$ cat config.mk
export PLATFORM = sky130hd
export DESIGN_NAME = qaa_root_stage
export DESIGN_NICKNAME = d
export VERILOG_FILES = /design/src/sv/qaa_pkg.sv /design/src/sv/qaa_root_stage.sv
export SDC_FILE = /design/constraint.sdc
export NUM_CORES = 1
export LEC_CHECK = 0
export BUFFER_PORTS_ARGS = -buffer_cell sky130_fd_sc_hd__buf_2
export CELL_PAD_IN_SITES_DETAIL_PLACEMENT = 1
export CELL_PAD_IN_SITES_GLOBAL_PLACEMENT = 2
export CORE_AREA = 2 2 373 375
export DETAILED_ROUTE_END_ITERATION = 10
export DIE_AREA = 0 0 375 377
export PLACE_DENSITY_LB_ADDON = 0.1
export SLEW_MARGIN = 20
export SYNTH_ARGS = -nofsm -noshare
export SYNTH_HDL_FRONTEND = slang
export SYNTH_SLANG_ARGS = --single-unit
export TNS_END_PERCENT = 30
$ cat constraint.sdc
create_clock -name clk -period 1.7 [get_ports clk]
set_clock_uncertainty 0.2 [all_clocks]
set_input_delay 0 -clock clk [delete_from_list [all_inputs] [get_ports clk]]
set_output_delay 0 -clock clk [all_outputs]
set_load 0.05 [all_outputs]
$ cat src/sv/qaa_pkg.sv
// Shared types and constants for the quaternion to axis-angle converter.
package qaa_pkg;

	localparam int STEPS = 16;
	localparam logic [15:0] ANGLE_PI_Q13 = 16'd25736;
	localparam logic [17:0] ANGLE_PI_Q16 = 18'd205887;
	localparam logic signed [19:0] ANGLE_HALF_PI_Q16 = 20'sd102944;
	localparam logic [16:0] ATAN_TAB [STEPS] = '{
		17'd51472, 17'd30386, 17'd16055, 17'd8150, 17'd4091, 17'd2047, 17'd1024, 17'd512,
		17'd256, 17'd128, 17'd64, 17'd32, 17'd16, 17'd8, 17'd4, 17'd2
	};

	localparam logic [2:0] ADDR_DEGENERATE_LIMIT = 3'd0;
	localparam logic [2:0] ADDR_HALF_TURN_LIMIT = 3'd4;

	typedef struct packed {
		logic neg;
		logic [60:0] rem;
		logic [48:0] prod;
		logic [15:0] quo;
	} lane_t;

	typedef struct packed {
		logic [31:0] s2;
		logic [31:0] sq_rem;
		logic [15:0] root;
		logic [15:0] wmag;
		logic wneg;
		logic degen;
		logic half;
		lane_t [2:0] lanes;
	} root_t;

	typedef struct packed {
		logic signed [19:0] x;
		logic signed [19:0] y;
		logic signed [19:0] z;
		logic wneg;
		logic degen;
		logic half;
		logic [2:0] neg;
		logic [2:0][15:0] quo;
	} cordic_t;

endpackage

$ cat src/sv/qaa_root_stage.sv
// One digit step of the three axis divisions and the integer square root.
module qaa_root_stage import qaa_pkg::*; #(
	parameter int STEP = 0
) (
	input logic clk,
	input logic arst_n,
	input logic en,
	input logic in_valid,
	input root_t in_data,
	output logic out_valid,
	output root_t out_data
);

	localparam int B = 15 - STEP;

	root_t nxt;
	logic vld_s1;
	root_t data_s1;

	always_comb begin
		logic [65:0] s2_sh;
		logic [65:0] term;
		logic [33:0] sq_term;
		logic ok;
		nxt = in_data;
		s2_sh = {34'd0, in_data.s2} << B;
		for (int l = 0; l < 3; l++) begin
			term = (({16'd0, in_data.lanes[l].prod, 1'b0}) + s2_sh) << B;
			ok = (B == 15) || !in_data.lanes[l].quo[15];
			if (ok && term <= {5'd0, in_data.lanes[l].rem}) begin
				nxt.lanes[l].rem = in_data.lanes[l].rem - term[60:0];
				nxt.lanes[l].prod = in_data.lanes[l].prod + s2_sh[48:0];
				nxt.lanes[l].quo = in_data.lanes[l].quo | (16'd1 << B);
			end
		end
		sq_term = ({18'd0, in_data.root} << (B + 1)) + (34'd1 << (2 * B));
		if (sq_term <= {2'd0, in_data.sq_rem}) begin
			nxt.sq_rem = in_data.sq_rem - sq_term[31:0];
			nxt.root = in_data.root | (16'd1 << B);
		end
	end

	always_ff @(posedge clk or negedge arst_n) begin
		if (!arst_n) begin
			vld_s1 <= 1'b0;
		end else if (en) begin
			vld_s1 <= in_valid;
		end
	end

	always_ff @(posedge clk) begin
		if (en) begin
			data_s1 <= nxt;
		end
	end

	assign out_valid = vld_s1;
	assign out_data = data_s1;

endmodule

# --- Word-level counts from Yosys, hierarchy flattened ---
# Index checks and enable logic that the tools add are counted.
word_totals:
  ff_bits: 481
  word_cells: 43
op_classes:
  add_sub_neg: 11
  n_lt_le_gt_ge: 4
  muxes: 4
ops:
  columns: ["operator", "n"]
  rows:
  - ["$mux 126", 3]
  - ["$le 66x61->1", 3]
  - ["$sub 61x61->61", 3]
  - ["$add 50x47->51", 3]
  - ["$add 49x47->49", 3]
  - ["$mux 48", 1]
  - ["$add 32x31->33 const B", 1]
  - ["$le 33x32->1", 1]
  - ["$sub 32x32->32", 1]

# --- Logic depth before layout (Yosys ltp) ---
logic_depth:
  depth_word: 3
  mapped_depth: 28

# --- Least setup slack after synthesis ---
# OpenSTA, ideal clock, no wires.
synth_timing:
  kind: "input to register"
  start: "in in_data[38] (netlist bit)"
  end: "reg data_s1, in the netlist out_data[111] (data pin)"
  setup_ns: 0.260
  arrival_ns: 5.451
  t_required_ns: 1.240
  path_slack_ns: -4.210
  stages: 23
  path_buffers: 3
  path_cell_list: "ha_1 clkbuf_1 a21oi_1 o21ai_0 a211oi_1 o21ai_0 a31oi_1 o31ai_1 o31ai_1 nor2_1 a31oi_1 xnor2_1 ha_1 clkbuf_1 nand4_1 or4_1 nor4_1 nor2b_1 a2111o_1 a211o_1 a2111oi_4 buf_2 mux2_2"
synth_rtl:
  columns: ["item", "line_no", "source"]
  rows:
  - ["start: declaration", "qaa_root_stage.sv:9", "input root_t in_data,"]
  - ["end signal: assignment", "qaa_root_stage.sv:53", "data_s1 <= nxt;"]
  - ["end: declaration", "qaa_root_stage.sv:18", "root_t data_s1;"]

==> flow_summary.ini <==
[critical_path]
crit_arrival_ns = 5.53
slowest_delay_ns = 0.44
r2r_setup_slack_ns = 0.20
crit_required_ns = 1.91
start_kind = input port
setup.worst_path.end_class = flop
crit_path_frequent_cell = buf_4
cp_max_fo = 7
slowest_stage = or4_4
path_class = input port to flop

[floorplan]
die_w_um = 375
start_util = 0.283
fp-row-count = 136
die-height_um = 377
dieArea_um2 = 141000
ios = 965
core-area_um2 = 137000

[flow_run]
drv_cap = 0

[global_routing]
grt_usage = 0.281
overflow = 0
grt_max_degree = 78
grt_pass1_wl_um = 299000
antenna_found_initial = 62
grt_pass1_vias = 47700

[clock_network]
cts_tree = built
numClockSinks = 481
cts_root_buf = clkbuf_16
cts_made_buffers = 67
clk-insertion-delay-late_ns = 0.66
clkTransAtPathRegs_ns = 0.06
ctsLongestPathBuffers = 3
cts_max_level = 3

[power_and_ir_drop]
power_frac_seq = 0.256
pwr-share-comb = 0.490
clock_power_share = 0.254
cellInternalPower_uw = 35600
switching_power_uw = 22400
power_density_nw_per_um2 = 845
power_uw = 58000
power.leakage_uw = 0.0336
ir_drop_v = 0.000703
netSwitchingFraction = 0.386

[timing]
grt_setup_unrepaired = true
finalHoldViolCount = 25
fin_crit_sh = 3.13
slew_viol_final = 0
slew_headroom = 0.351
fmax_mhz = 188
layout_setup_ws_ns = -3.62
tightest_slew_ns = 0.949
whs_ns = -0.359
fin_crit_ns = 5.32
setup_viol = 254

[synth]
synthCells = 3962
synthFlopType = edfxtp_1
synth_edf_count = 480
yosysWarnings = 0
synth_cell_types = 78
ys_seq_area_frac = 0.372
synth_fp_nets = 4941
avgSynthCellArea_um2 = 9.79
ys_async_sr_fraction = 0.00208
ys_ff_latch = 481
synth.cell_area_um2 = 38800

[cells_and_area]
areaGrowthSynthToFinish_pct = 76.8
final_cells = 9071
drive_gt1_frac = 0.396
final_common_cell = buf_4
finalInstanceArea_um2 = 68600
fill_cells = 15872
layout.nets = 8193
final_cell_mix = 1551 x buf_4, 947 x buf_2, 746 x dlygate4sd3_1

[placement]
placed_area_um2 = 57400
gp_congestion = 0.906
dp.cells = 8134
port_buffers = 964
dpl.hpwl_um = 160000

[hold_path]
min_path_type = input port to flop

[drt]
ant_nets = 0
firstDrtPassIters = 5
vias = 43869
viasPerCell = 4.84
drc = 0
drtIter0Drc = 1934
routed_wl_um = 205000
wire_per_inst_um = 22.6

[run_status]
violations = negative hold slack, negative setup slack
status = finished, violations left
[routing by layer]
metal  wire length, µm  global-route usage  up-vias
met4              9040               0.116       42
met5               266                   0        -
li1                  -                   -    21071
met1             82000               0.324    21336
met2            101000               0.502     1084
met3             12300              0.0595      336
[sequential cells by signal, summed over array words and instances (netlist names)]
register,cells
out_data,480
out_valid,1
[through the flow]
| step | hold slack, ns | util | worst slack (ns) | TNS [ns] |
|---|---|---|---|---|
| floorplan | -0.496 | - | -3.76 | -863.80 |
| global placement | -0.425 | 0.419 | -4.40 | -1017.20 |
| detailed placement | -0.423 | 0.419 | -4.52 | -1051.37 |
| CTS | -0.670 | 0.497 | -3.57 | -791.08 |
| global route | -0.376 | 0.500 | -3.83 | -848.50 |
| finish | -0.359 | 0.501 | -3.62 | -785.81 |
[cell families (layout without fill, tap and decap cells)]
kind of cell               Yosys count  in the layout  share of synthesized area
AOI/OAI and AO/OA                 1164           1164                      0.192
and+or+nand+nor                    832            832                      0.107
buffers and inverters              513           3813                     0.0506
adders and majority gates          495            495                      0.162
DFF                                481            481                      0.372
xor gates and xnor gates           294            294                     0.0664
muxes                              183            183                     0.0499
other                                0             15                          0
[area by class of cell]
| cell class | count | area [µm²] | area share |
|---|---|---|---|
| clock inverter | 44 | 433 | 0.00631 |
| antenna | 15 | 37.5 | 0.000547 |
| clock buffer | 73 | 1740 | 0.0254 |
| inverter | 381 | 1430 | 0.0209 |
| sequential | 481 | 14400 | 0.211 |
| tap | 1794 | 2240 | 0.0327 |
| multi-input combinational | 2968 | 23100 | 0.336 |
| timing repair buffer | 3315 | 25200 | 0.367 |
[worst paths after layout]
path                              startpoint             to  cells past startpoint
worst max-delay path            in_data[458]   out_data[42]                     26
max in group asynchronous             arst_n      out_valid                      4
worst min register to register     out_valid      out_valid                      2
worst max register to register     out_valid      out_valid                      2
worst min-delay path            in_data[336]  out_data[336]                      3
min in group asynchronous             arst_n      out_valid                      4
[critical path, delay by kind of cell]
family	cells	cell delay, ns
AOI/OAI and AO/OA	8	1.76
and+or+nand+nor	8	1.63
buffers and inverters	6	1.02
adders and majority gates	2	0.60
muxes	1	0.32
xor gates and xnor gates	1	0.15
[power groups by stage]
| stage | Sequential, µW | Combinational (µW) | Clock [µW] |
|---|---|---|---|
| global route | 14900 | 30600 | 15500 |
| detailed placement | 15000 | 26000 | 0 |
| finish | 14800 | 28400 | 14700 |
| global placement | 15000 | 25700 | 0 |
| CTS | 14800 | 28000 | 15100 |
| floorplan | 18700 | 10100 | 0 |
[cell usage after synthesis (11+ instances only)]
cell type    n  area [µm²]
clkbuf_1   100         375
a21oi_1    351        1760
o31ai_1     25         188
nand2b_1    45         282
o2111ai_1   14         123
mux2_1      11         124
a211o_1     18         158
nand4_1     64         400
nor3_1      46         230
nand2_1    227         852
edfxtp_1   480       14400
nor2b_1     41         257
a2111oi_0   16         140
nor4_1      25         156
nand3_1     65         325
fa_1        11         220
nor2_1     184         691
o211ai_1    21         158
a21o_1     192        1440
inv_1      380        1430
and3_1      30         188
a211oi_1    40         300
or3_1       21         131
a21boi_0    13        97.6
o21bai_1    50         375
and2_1      19         119
buf_2       26         130
o21ai_0    237        1190
xor2_1     117        1020
a31oi_1     36         225
or2_2       23         144
mux2_2      70         788
xnor2_1    177        1550
o21a_1      57         428
ha_1       484        6060
mux2i_1    102        1020
[repair_timing]
action,4_1_cts,5_1_grt
endpoints found under the hold margin,962,18
resized for setup,127,83
setup buffers,44,6
cloned,8,1
pin swaps,36,31
endpoints found under the setup margin,261,255
hold buffers,745,2
(Power assumes the default switching activity.)
