<file path="src/sv/qaa_pkg.sv">
// Shared types and constants for the quaternion to axis-angle converter.
package qaa_pkg;

	localparam int STEPS = 16;
	localparam logic [15:0] ANGLE_PI_Q13 = 16'd25736;
	localparam logic [17:0] ANGLE_PI_Q16 = 18'd205887;
	localparam logic signed [19:0] ANGLE_HALF_PI_Q16 = 20'sd102944;
	localparam logic [16:0] ATAN_TAB [STEPS] = '{
		17'd51472, 17'd30386, 17'd16055, 17'd8150, 17'd4091, 17'd2047, 17'd1024, 17'd512,
		17'd256, 17'd128, 17'd64, 17'd32, 17'd16, 17'd8, 17'd4, 17'd2
	};

	localparam logic [2:0] ADDR_DEGENERATE_LIMIT = 3'd0;
	localparam logic [2:0] ADDR_HALF_TURN_LIMIT = 3'd4;

	typedef struct packed {
		logic neg;
		logic [60:0] rem;
		logic [48:0] prod;
		logic [15:0] quo;
	} lane_t;

	typedef struct packed {
		logic [31:0] s2;
		logic [31:0] sq_rem;
		logic [15:0] root;
		logic [15:0] wmag;
		logic wneg;
		logic degen;
		logic half;
		lane_t [2:0] lanes;
	} root_t;

	typedef struct packed {
		logic signed [19:0] x;
		logic signed [19:0] y;
		logic signed [19:0] z;
		logic wneg;
		logic degen;
		logic half;
		logic [2:0] neg;
		logic [2:0][15:0] quo;
	} cordic_t;

endpackage

</file>
<file path="src/sv/qaa_cordic_stage.sv">
// One vectoring rotation of the arctangent pipeline.
module qaa_cordic_stage import qaa_pkg::*; #(
	parameter int STEP = 0
) (
	input logic clk,
	input logic arst_n,
	input logic en,
	input logic in_valid,
	input cordic_t in_data,
	output logic out_valid,
	output cordic_t out_data
);

	localparam logic signed [19:0] ATAN_STEP = {3'd0, ATAN_TAB[STEP]};

	cordic_t nxt;
	logic vld_s1;
	cordic_t data_s1;

	always_comb begin
		logic signed [19:0] xs;
		logic signed [19:0] ys;
		nxt = in_data;
		xs = in_data.x >>> STEP;
		ys = in_data.y >>> STEP;
		if (!in_data.y[19]) begin
			nxt.x = in_data.x + ys;
			nxt.y = in_data.y - xs;
			nxt.z = in_data.z + ATAN_STEP;
		end else begin
			nxt.x = in_data.x - ys;
			nxt.y = in_data.y + xs;
			nxt.z = in_data.z - ATAN_STEP;
		end
	end

	always_ff @(posedge clk or negedge arst_n) begin
		if (!arst_n) begin
			vld_s1 <= 1'b0;
		end else if (en) begin
			vld_s1 <= in_valid;
		end
	end

	always_ff @(posedge clk) begin
		if (en) begin
			data_s1 <= nxt;
		end
	end

	assign out_valid = vld_s1;
	assign out_data = data_s1;

endmodule

</file>
<file path="config.mk">
export PLATFORM = sky130hd
export DESIGN_NAME = qaa_cordic_stage
export DESIGN_NICKNAME = d
export VERILOG_FILES = /design/src/sv/qaa_pkg.sv /design/src/sv/qaa_cordic_stage.sv
export SDC_FILE = /design/constraint.sdc
export NUM_CORES = 1
export LEC_CHECK = 0
export CORE_UTILIZATION = 37
export CTS_BUF_LIST = sky130_fd_sc_hd__clkbuf_8
export CTS_CLUSTER_DIAMETER = 60
export DETAILED_ROUTE_END_ITERATION = 12
export DONT_BUFFER_PORTS = 1
export PLACE_DENSITY_LB_ADDON = 0.3
export SLEW_MARGIN = 20
export SYNTH_ARGS = -nofsm -noshare
export SYNTH_HDL_FRONTEND = slang
export SYNTH_SLANG_ARGS = --single-unit
</file>
<file path="constraint.sdc">
create_clock -name clk -period 1 [get_ports clk]
set_input_delay 0.05 -clock clk [delete_from_list [all_inputs] [get_ports clk]]
set_output_delay 0.05 -clock clk [all_outputs]
set_load 0.02 [all_outputs]
</file>
Yosys cells after proc, flatten, opt, wreduce, memory -nomap -nowiden. Index checks and enable logic that the tools add are counted.

Register bits after elaboration: 115. Input bits: 118.

$add $sub $neg: 5. Mux-type cells: 1.

Operators by type and width (number): 60-bit two-way mux (1); 20-bit subtractor (2); 20-bit by 17-bit adder with 20-bit output, second input constant (1); 20-bit adder (1); 20-bit by 17-bit subtractor with 20-bit output, second input constant (1).

Logic depth before layout (Yosys ltp). Gate-level depths: netlist of the first run.

Word-level depth: 2. Mapped depth: 12. Depth with buffers taken out: 10.

Worst setup path before layout of the first run. OpenSTA, ideal clock, no wires.

Path type: input -> register. From: input in_data[93] (netlist bit). To: register data_s1 (netlist bit out_data[72]), data pin. Arrival: 2250 ps. Setup slack: -1513 ps. Stages on the path: 12. Buffers on the path: 3. Cell sequence: clkbuf_1 inv_1 buf_1 buf_2 fa_1 nor2b_1 o21ai_0 a21boi_1 o21ai_1 a21oi_1 a311oi_1 xnor2_1.

RTL lines: start, declared (RTL line qaa_cordic_stage.sv:9) `input cordic_t in_data,`; end signal, assigned (RTL line qaa_cordic_stage.sv:47) `data_s1 <= nxt;`; end, declared (RTL line qaa_cordic_stage.sv:18) `cordic_t data_s1;`.

==> metrics, run 1 <==
first-pass GRT wire length=35.3 mm; Worst Skew=0 ns; Pleak=4.60 nW; placed cells=1104; Worst VDD drop=807 uV; nets=1143; crit path launch type=input pin; io pins=233; Final Hold Fails=127; kind of critical path=in -> reg; Synth Area per Inst=10.8 sq um; Max Slew Vio Count=0; register bit count reported by yosys=114; CORE AREA=19500 sq um; chip width=143 um; max-cap violations=0; n_diodes=0; Placed Instance Area=9210 sq um; Max transition margin=73.8%; failing checks=negative hold slack, negative setup slack; I/O Buffers=0; antenna violations before repair=0; final period utilization=172%; die height=143 um; count of cell types in the netlist=69; worst hold path depth=0; Root Driver=clkbuf_8; register area=3420 sq um; All-Layer GR Usage=22.8%; vias in the first global route=6589; CP max FO=3; maximum root-to-sink buffer count=2; Max Fclk=582 MHz; drt pass-1 iters=5; sequential area share after synthesis=46.3%; area grow syn2layout=51.0%; final instance area=11200 sq um; worst setup margin=-0.719 ns; R2R depth=2; # clock sinks=114; CP required=1.17 ns; drt wl/cell=19.4 um; total routed wirelength=23.7 mm; Synthesis Warnings=0; worst r2r src=out_valid$_DFFE_PN0P_; die area=20500 sq um; multi-input logic area=4490 sq um; Cells after Synth=683; global route overflow=0; worst skew pair latency=0.42 ns; 1st-iter DRT viols=357; Post-synth ARST share=0.877%; actual slew at the worst max-slew pin=0.393 ns; Final ANT Viol Nets=0; number of CTS-inserted buffers=17; crit path capture type=flip-flop; hold buffer count at cts=64; Hold WC Path Type=in -> reg; H-tree levels=4; Hold Startpoint=en; Post-Layout Cell Count=1221; Hold EP=out_data[40]$_DFFE_PP_; Final setup viols=56; largest net degree at the start of global routing=115; min cycle time layout=1.72 ns; WHS=-0.279 ns; Reg2Reg Capture Point=out_valid$_DFFE_PN0P_; unrepaired setup endpoints after global routing=true; EDFF count, synth=113; post-DP HPWL=17.6 mm; post-synth top area share=45.9%; Rows=51; Initial Utilization=37.8%; gpl congestion=0.888; most frequent cells in the layout=188 x buf_4, 113 x edfxtp_1, 64 x dlygate4sd3_1; leading area contributor after synthesis=edfxtp_1; vias per cell=5.25; drc violations=0; status=complete, but fails checks; dpl ws=-1.26 ns; most common cell after layout, fill and taps aside=buf_4; arrival time worst endpoint=1.89 ns; CTS tree=built; Tot Pwr=0.0164 W; reg2reg setup slack=0.09 ns; syn_nets=883; Mapped Area=7390 sq um; fillers=1661; top cells by area, synth=edfxtp_1 46%, ha_1 13%, xnor2_1 4.6%, a21oi_1 4.0%, inv_1 2.9%; power per standard cell area=1470 nW/um^2; Post-synth top flop=edfxtp_1; via count=6412; clock-pin slew on the worst setup and hold paths=0.08 ns; share of cells above drive strength 1=40.1%
-- worst max-delay path: stages --
cell and delay, ns:
ha_4 0.14, inv_2 0.05, fa_2 0.23, nor2_4 0.05, o311a_4 0.32, o211ai_4 0.21, nand4_1 0.16, a221o_1 0.42
o221ai_2 0.17, xor2_1 0.09
-- power by group --
group          switching, W  internal [W]  leakage (nW)
combinational       0.00213       0.00230          3.26
clock               0.00210       0.00280         0.230
sequential          0.00105       0.00604          1.12
-- worst max path at each step --
stage                      from                 endpoint  slack (ns)
finish              in_data[74]  out_data[112]$_DFFE_PP_       -0.72
global placement    in_data[87]   out_data[93]$_DFFE_PP_       -1.21
global route        in_data[74]  out_data[112]$_DFFE_PP_       -0.75
detailed placement  in_data[87]   out_data[93]$_DFFE_PP_       -1.26
CTS                 in_data[74]  out_data[112]$_DFFE_PP_       -0.66
floorplan           in_data[93]   out_data[70]$_DFFE_PP_       -1.01
-- cell families (layout without fill, tap and decap cells) --
logic type	count (synthesis)	after routing	synth area share [%]
xor+xnor	45	45	5.33
compound gates	191	191	17.4
simple gates	151	151	10.1
mux	14	14	1.91
fa+ha+maj	82	82	14.3
flops	114	114	46.3
buf+inv	86	359	4.74
-- area by class of cell --
cell class,count,area share (%)
inverters,63,2.40
clock inverters,15,1.98
repair buffers,264,19.7
well taps,265,2.97
flip-flops and latches,114,30.6
multi-input cells,483,40.2
clock buffers,17,2.10
-- stage by stage --
stage / setup TNS, ns / utilization (%)
floorplan: -34.46 / -
global placement: -42.08 / 47.2
detailed placement: -43.61 / 47.2
CTS: -19.09 / 56.0
global route: -24.38 / 57.2
finish: -20.05 / 57.2
-- cells in the mapped netlist, types with 10 or more instances --
library cell	instances
a21o_1	15
a21oi_1	59
buf_2	10
edfxtp_1	113
ha_1	78
inv_1	57
mux2i_1	13
nand2_1	31
nand2b_1	13
nand3_1	11
nor2_1	41
nor2b_1	12
nor3_1	16
o21ai_0	26
o21bai_1	11
xnor2_1	39
-- sequential cells by signal (all words and copies together), names as in the netlist --
signal / cells
out_valid: 1
out_data: 113
-- routing by layer --
| layer | share of wire [%] | wire length, um | vias to the layer above | GRT usage, % |
|---|---|---|---|---|
| li1 | - | - | 3011 | - |
| met1 | 40 | 9480 | 3109 | 25.9 |
| met2 | 51 | 12100 | 244 | 40.7 |
| met3 | 5.8 | 1370 | 48 | 5.10 |
| met4 | 3.0 | 716 | 0 | 10.5 |
| met5 | 0 | 0 | - | 0 |
-- what timing repair did --
item / 4_1_cts / 5_1_grt
gates resized for setup: 107 / 34
pin swaps: 57 / 45
buffers inserted: 20 / 10
endpoints found under the setup margin: 114 / 159
hold endpoints to repair: 196 / 131
Note: power is estimated with default switching activity, not from simulation.
==> run 2, diff against run 1 <==
--- a/config.mk
+++ b/config.mk
@@ -10,6 +10,8 @@
 export CTS_CLUSTER_DIAMETER = 60
 export DETAILED_ROUTE_END_ITERATION = 12
 export DONT_BUFFER_PORTS = 1
+export GPL_TIMING_DRIVEN = 1
+export MAX_ROUTING_LAYER = met4
 export PLACE_DENSITY_LB_ADDON = 0.3
 export SLEW_MARGIN = 20
 export SYNTH_ARGS = -nofsm -noshare
==> run 2 against run 1 <==
  * The run still ends with negative hold slack, negative setup slack left
  * Via count is 0.67% lower
  * Utilization is 0.23 points higher
  * Sequential power hardly changed
  * Flip-flop and latch count stayed put
  * Wire length is 0.31% higher
  * Non-clock buffer count is 4 higher
  * Final area is 0.40% higher
  * Critical path type unchanged
  * Highest routed layer unchanged
==> metrics, run 2 (synthesized netlist as in run 1, its figures left out) <==
worst setup margin=-0.683 ns (+0.0367 ns); CORE AREA=19500 sq um (unchanged); power per standard cell area=1420 nW/um^2 (-3.4%); Pleak=4.58 nW (-0.59%); most common cell after layout, fill and taps aside=buf_4; clock power share=27.1% (-2.7 points); Hold WC Path Type=in -> reg; via count=6369 (-0.67%); Final setup viols=72 (+29%); hold buffer count at cts=66 (+3.1%); # clock sinks=114 (unchanged); Rows=51 (unchanged); WHS=-0.286 ns (-0.00739 ns); max-cap violations=0 (unchanged); maximum root-to-sink buffer count=2 (unchanged); combinational power share=28.4% (+1.4 points); cell breakdown of the critical path=clkinvlp_4 > ha_4 > nor2b_4 > o311a_1 > buf_4 > or3_4 > a31oi_4 > o21bai_2 > mux2i_1 > xor2_1; final period utilization=168% (-3.7 points); post-DP HPWL=17.3 mm (-1.7%); crit path launch type=input pin; first-pass GRT wire length=35.4 mm (+0.22%); Finished Core Util=57.4% (+0.23 points); n_diodes=0 (unchanged); drc violations=0 (unchanged); Reg power frac=44.5% (+1.4 points); number of CTS-inserted buffers=17 (unchanged); Worst VDD drop=756 uV (-6.3%); area grow syn2layout=51.7%; share of cells above drive strength 1=41.0% (+0.98 points); status=complete, but fails checks; io pins=233 (unchanged); worst r2r src=out_valid$_DFFE_PN0P_; 1st-iter DRT viols=365 (+2.2%); Max transition margin=64.5% (-9.3 points); global route overflow=0 (unchanged); Max Slew Vio Count=0 (unchanged); max FFs per register=113 (unchanged); All-Layer GR Usage=23.7% (+0.90 points); Psw=0.00528 W (about the same); kind of critical path=in -> reg; gpl congestion=0.891 (+0.37%); I/O Buffers=0 (unchanged); unrepaired setup endpoints after global routing=true; vias per cell=5.20 (-0.99%); failing checks=negative hold slack, negative setup slack; Setup Total Neg Slack=-19.56 ns (+0.485 ns); largest net degree at the start of global routing=115 (unchanged); Final ANT Viol Nets=0 (unchanged); min cycle time layout=1.68 ns (-0.0367 ns); Worst Skew=0 ns (unchanged); Final Hold Fails=133 (+4.7%); drt pass-1 iters=5 (unchanged); max incr delay on CP=0.35 ns (-0.07 ns); crit path max-delay cell type=o311a_1; arrival time worst endpoint=1.97 ns (+0.08 ns); Net Sw Frac=33.1% (+0.97 points); die height=143 um (unchanged); total routed wirelength=23.7 mm (+0.31%); crit path capture type=flip-flop; Max Fclk=594 MHz (+2.2%); CTS tree=built; die area=20500 sq um (unchanged); Root Driver=clkbuf_8; antenna violations before repair=0 (unchanged); actual slew at the worst max-slew pin=0.532 ns (+0.139 ns); vias in the first global route=6637 (+0.73%); H-tree levels=4 (unchanged); chip width=143 um (unchanged); fillers=1607 (-3.3%); CP required=1.29 ns (+0.12 ns); Hold Startpoint=en; internal cell power=0.0107 W (-4.4%); drt wl/cell=19.4 um (about the same); CP max FO=4 (+1); worst skew pair latency=0.44 ns (+0.02 ns); most frequent cells in the layout=188 x buf_4, 113 x edfxtp_1, 66 x dlygate4sd3_1; launch point of the worst path=in_data[75]; clock-pin slew on the worst setup and hold paths=0.08 ns (about the same); Initial Utilization=37.8% (unchanged); nets=1147 (+0.35%)
## run 2: final timing paths
check | end | slack, ns | cells past startpoint
worst max-delay path | out_data[101]$_DFFE_PP_ | -0.68 | 10
min in group asynchronous | out_valid$_DFFE_PN0P_ | 0.36 | 2
worst min-delay path | out_data[16]$_DFFE_PP_ | -0.29 | 0
worst min register to register | out_valid$_DFFE_PN0P_ | 0.56 | 1
max in group asynchronous | out_valid$_DFFE_PN0P_ | 0.54 | 2
worst max register to register | out_valid$_DFFE_PN0P_ | 0.22 | 1
## run 2: worst max-delay path: cells and delay by family
kind	cells	cell delay [ns]
muxes	1	0.17
adders and majority gates	1	0.30
buffers and inverters	2	0.25
xor gates and xnor gates	1	0.20
and+or+nand+nor	2	0.38
AOI/OAI and AO/OA	3	0.62
## run 2: repair_timing
item	4_1_cts	5_1_grt
buffers inserted	24	8
endpoints found under the setup margin	140	159
gates resized for setup	116	46
pin swaps	53	49
hold endpoints to repair	200	136
## run 2: layout make-up
cell class / count / area, sq um / share of cell area, %
multi-input cells: 483 / 4550 / 40.6
flip-flops and latches: 114 / 3420 / 30.5
repair buffers: 268 / 2250 / 20.1
well taps: 265 / 332 / 2.96
inverters: 63 / 267 / 2.38
clock buffers: 17 / 234 / 2.09
clock inverters: 15 / 156 / 1.40
## run 2: per-stage QoR
| step | instances | area (sq um) | total power (W) | hold slack, ns | worst slack, ns |
|---|---|---|---|---|---|
| after global routing | 1225 | 11200 | 0.0166 | -0.329 | -0.722 |
| final | 1225 | 11200 | 0.0159 | -0.286 | -0.683 |
| after global placement | 1108 | 9250 | 0.0107 | -0.246 | -1.29 |
| after detailed placement | 1108 | 9250 | 0.0108 | -0.246 | -1.25 |
| after floorplan | 683 | 7710 | 0.00916 | -0.246 | -1.01 |
| after CTS | 1226 | 11000 | 0.0158 | -0.311 | -0.614 |
## run 2: routing by layer
layer / GRT usage, % / wire, um / part of all wire, %
met5: - / 0 / 0
met4: 9.07 / 597 / 2.5
met3: 5.46 / 1530 / 6.5
met2: 41.9 / 12100 / 51
met1: 25.8 / 9480 / 40
## run 2: power by group through the flow
| stage | clock (W) | sequential [W] | combinational, W |
|---|---|---|---|
| floorplan | 0 | 0.00700 | 0.00217 |
| global placement | 0 | 0.00720 | 0.00353 |
| detailed placement | 0 | 0.00721 | 0.00357 |
| CTS | 0.00439 | 0.00710 | 0.00431 |
| global route | 0.00460 | 0.00713 | 0.00487 |
| finish | 0.00431 | 0.00709 | 0.00453 |
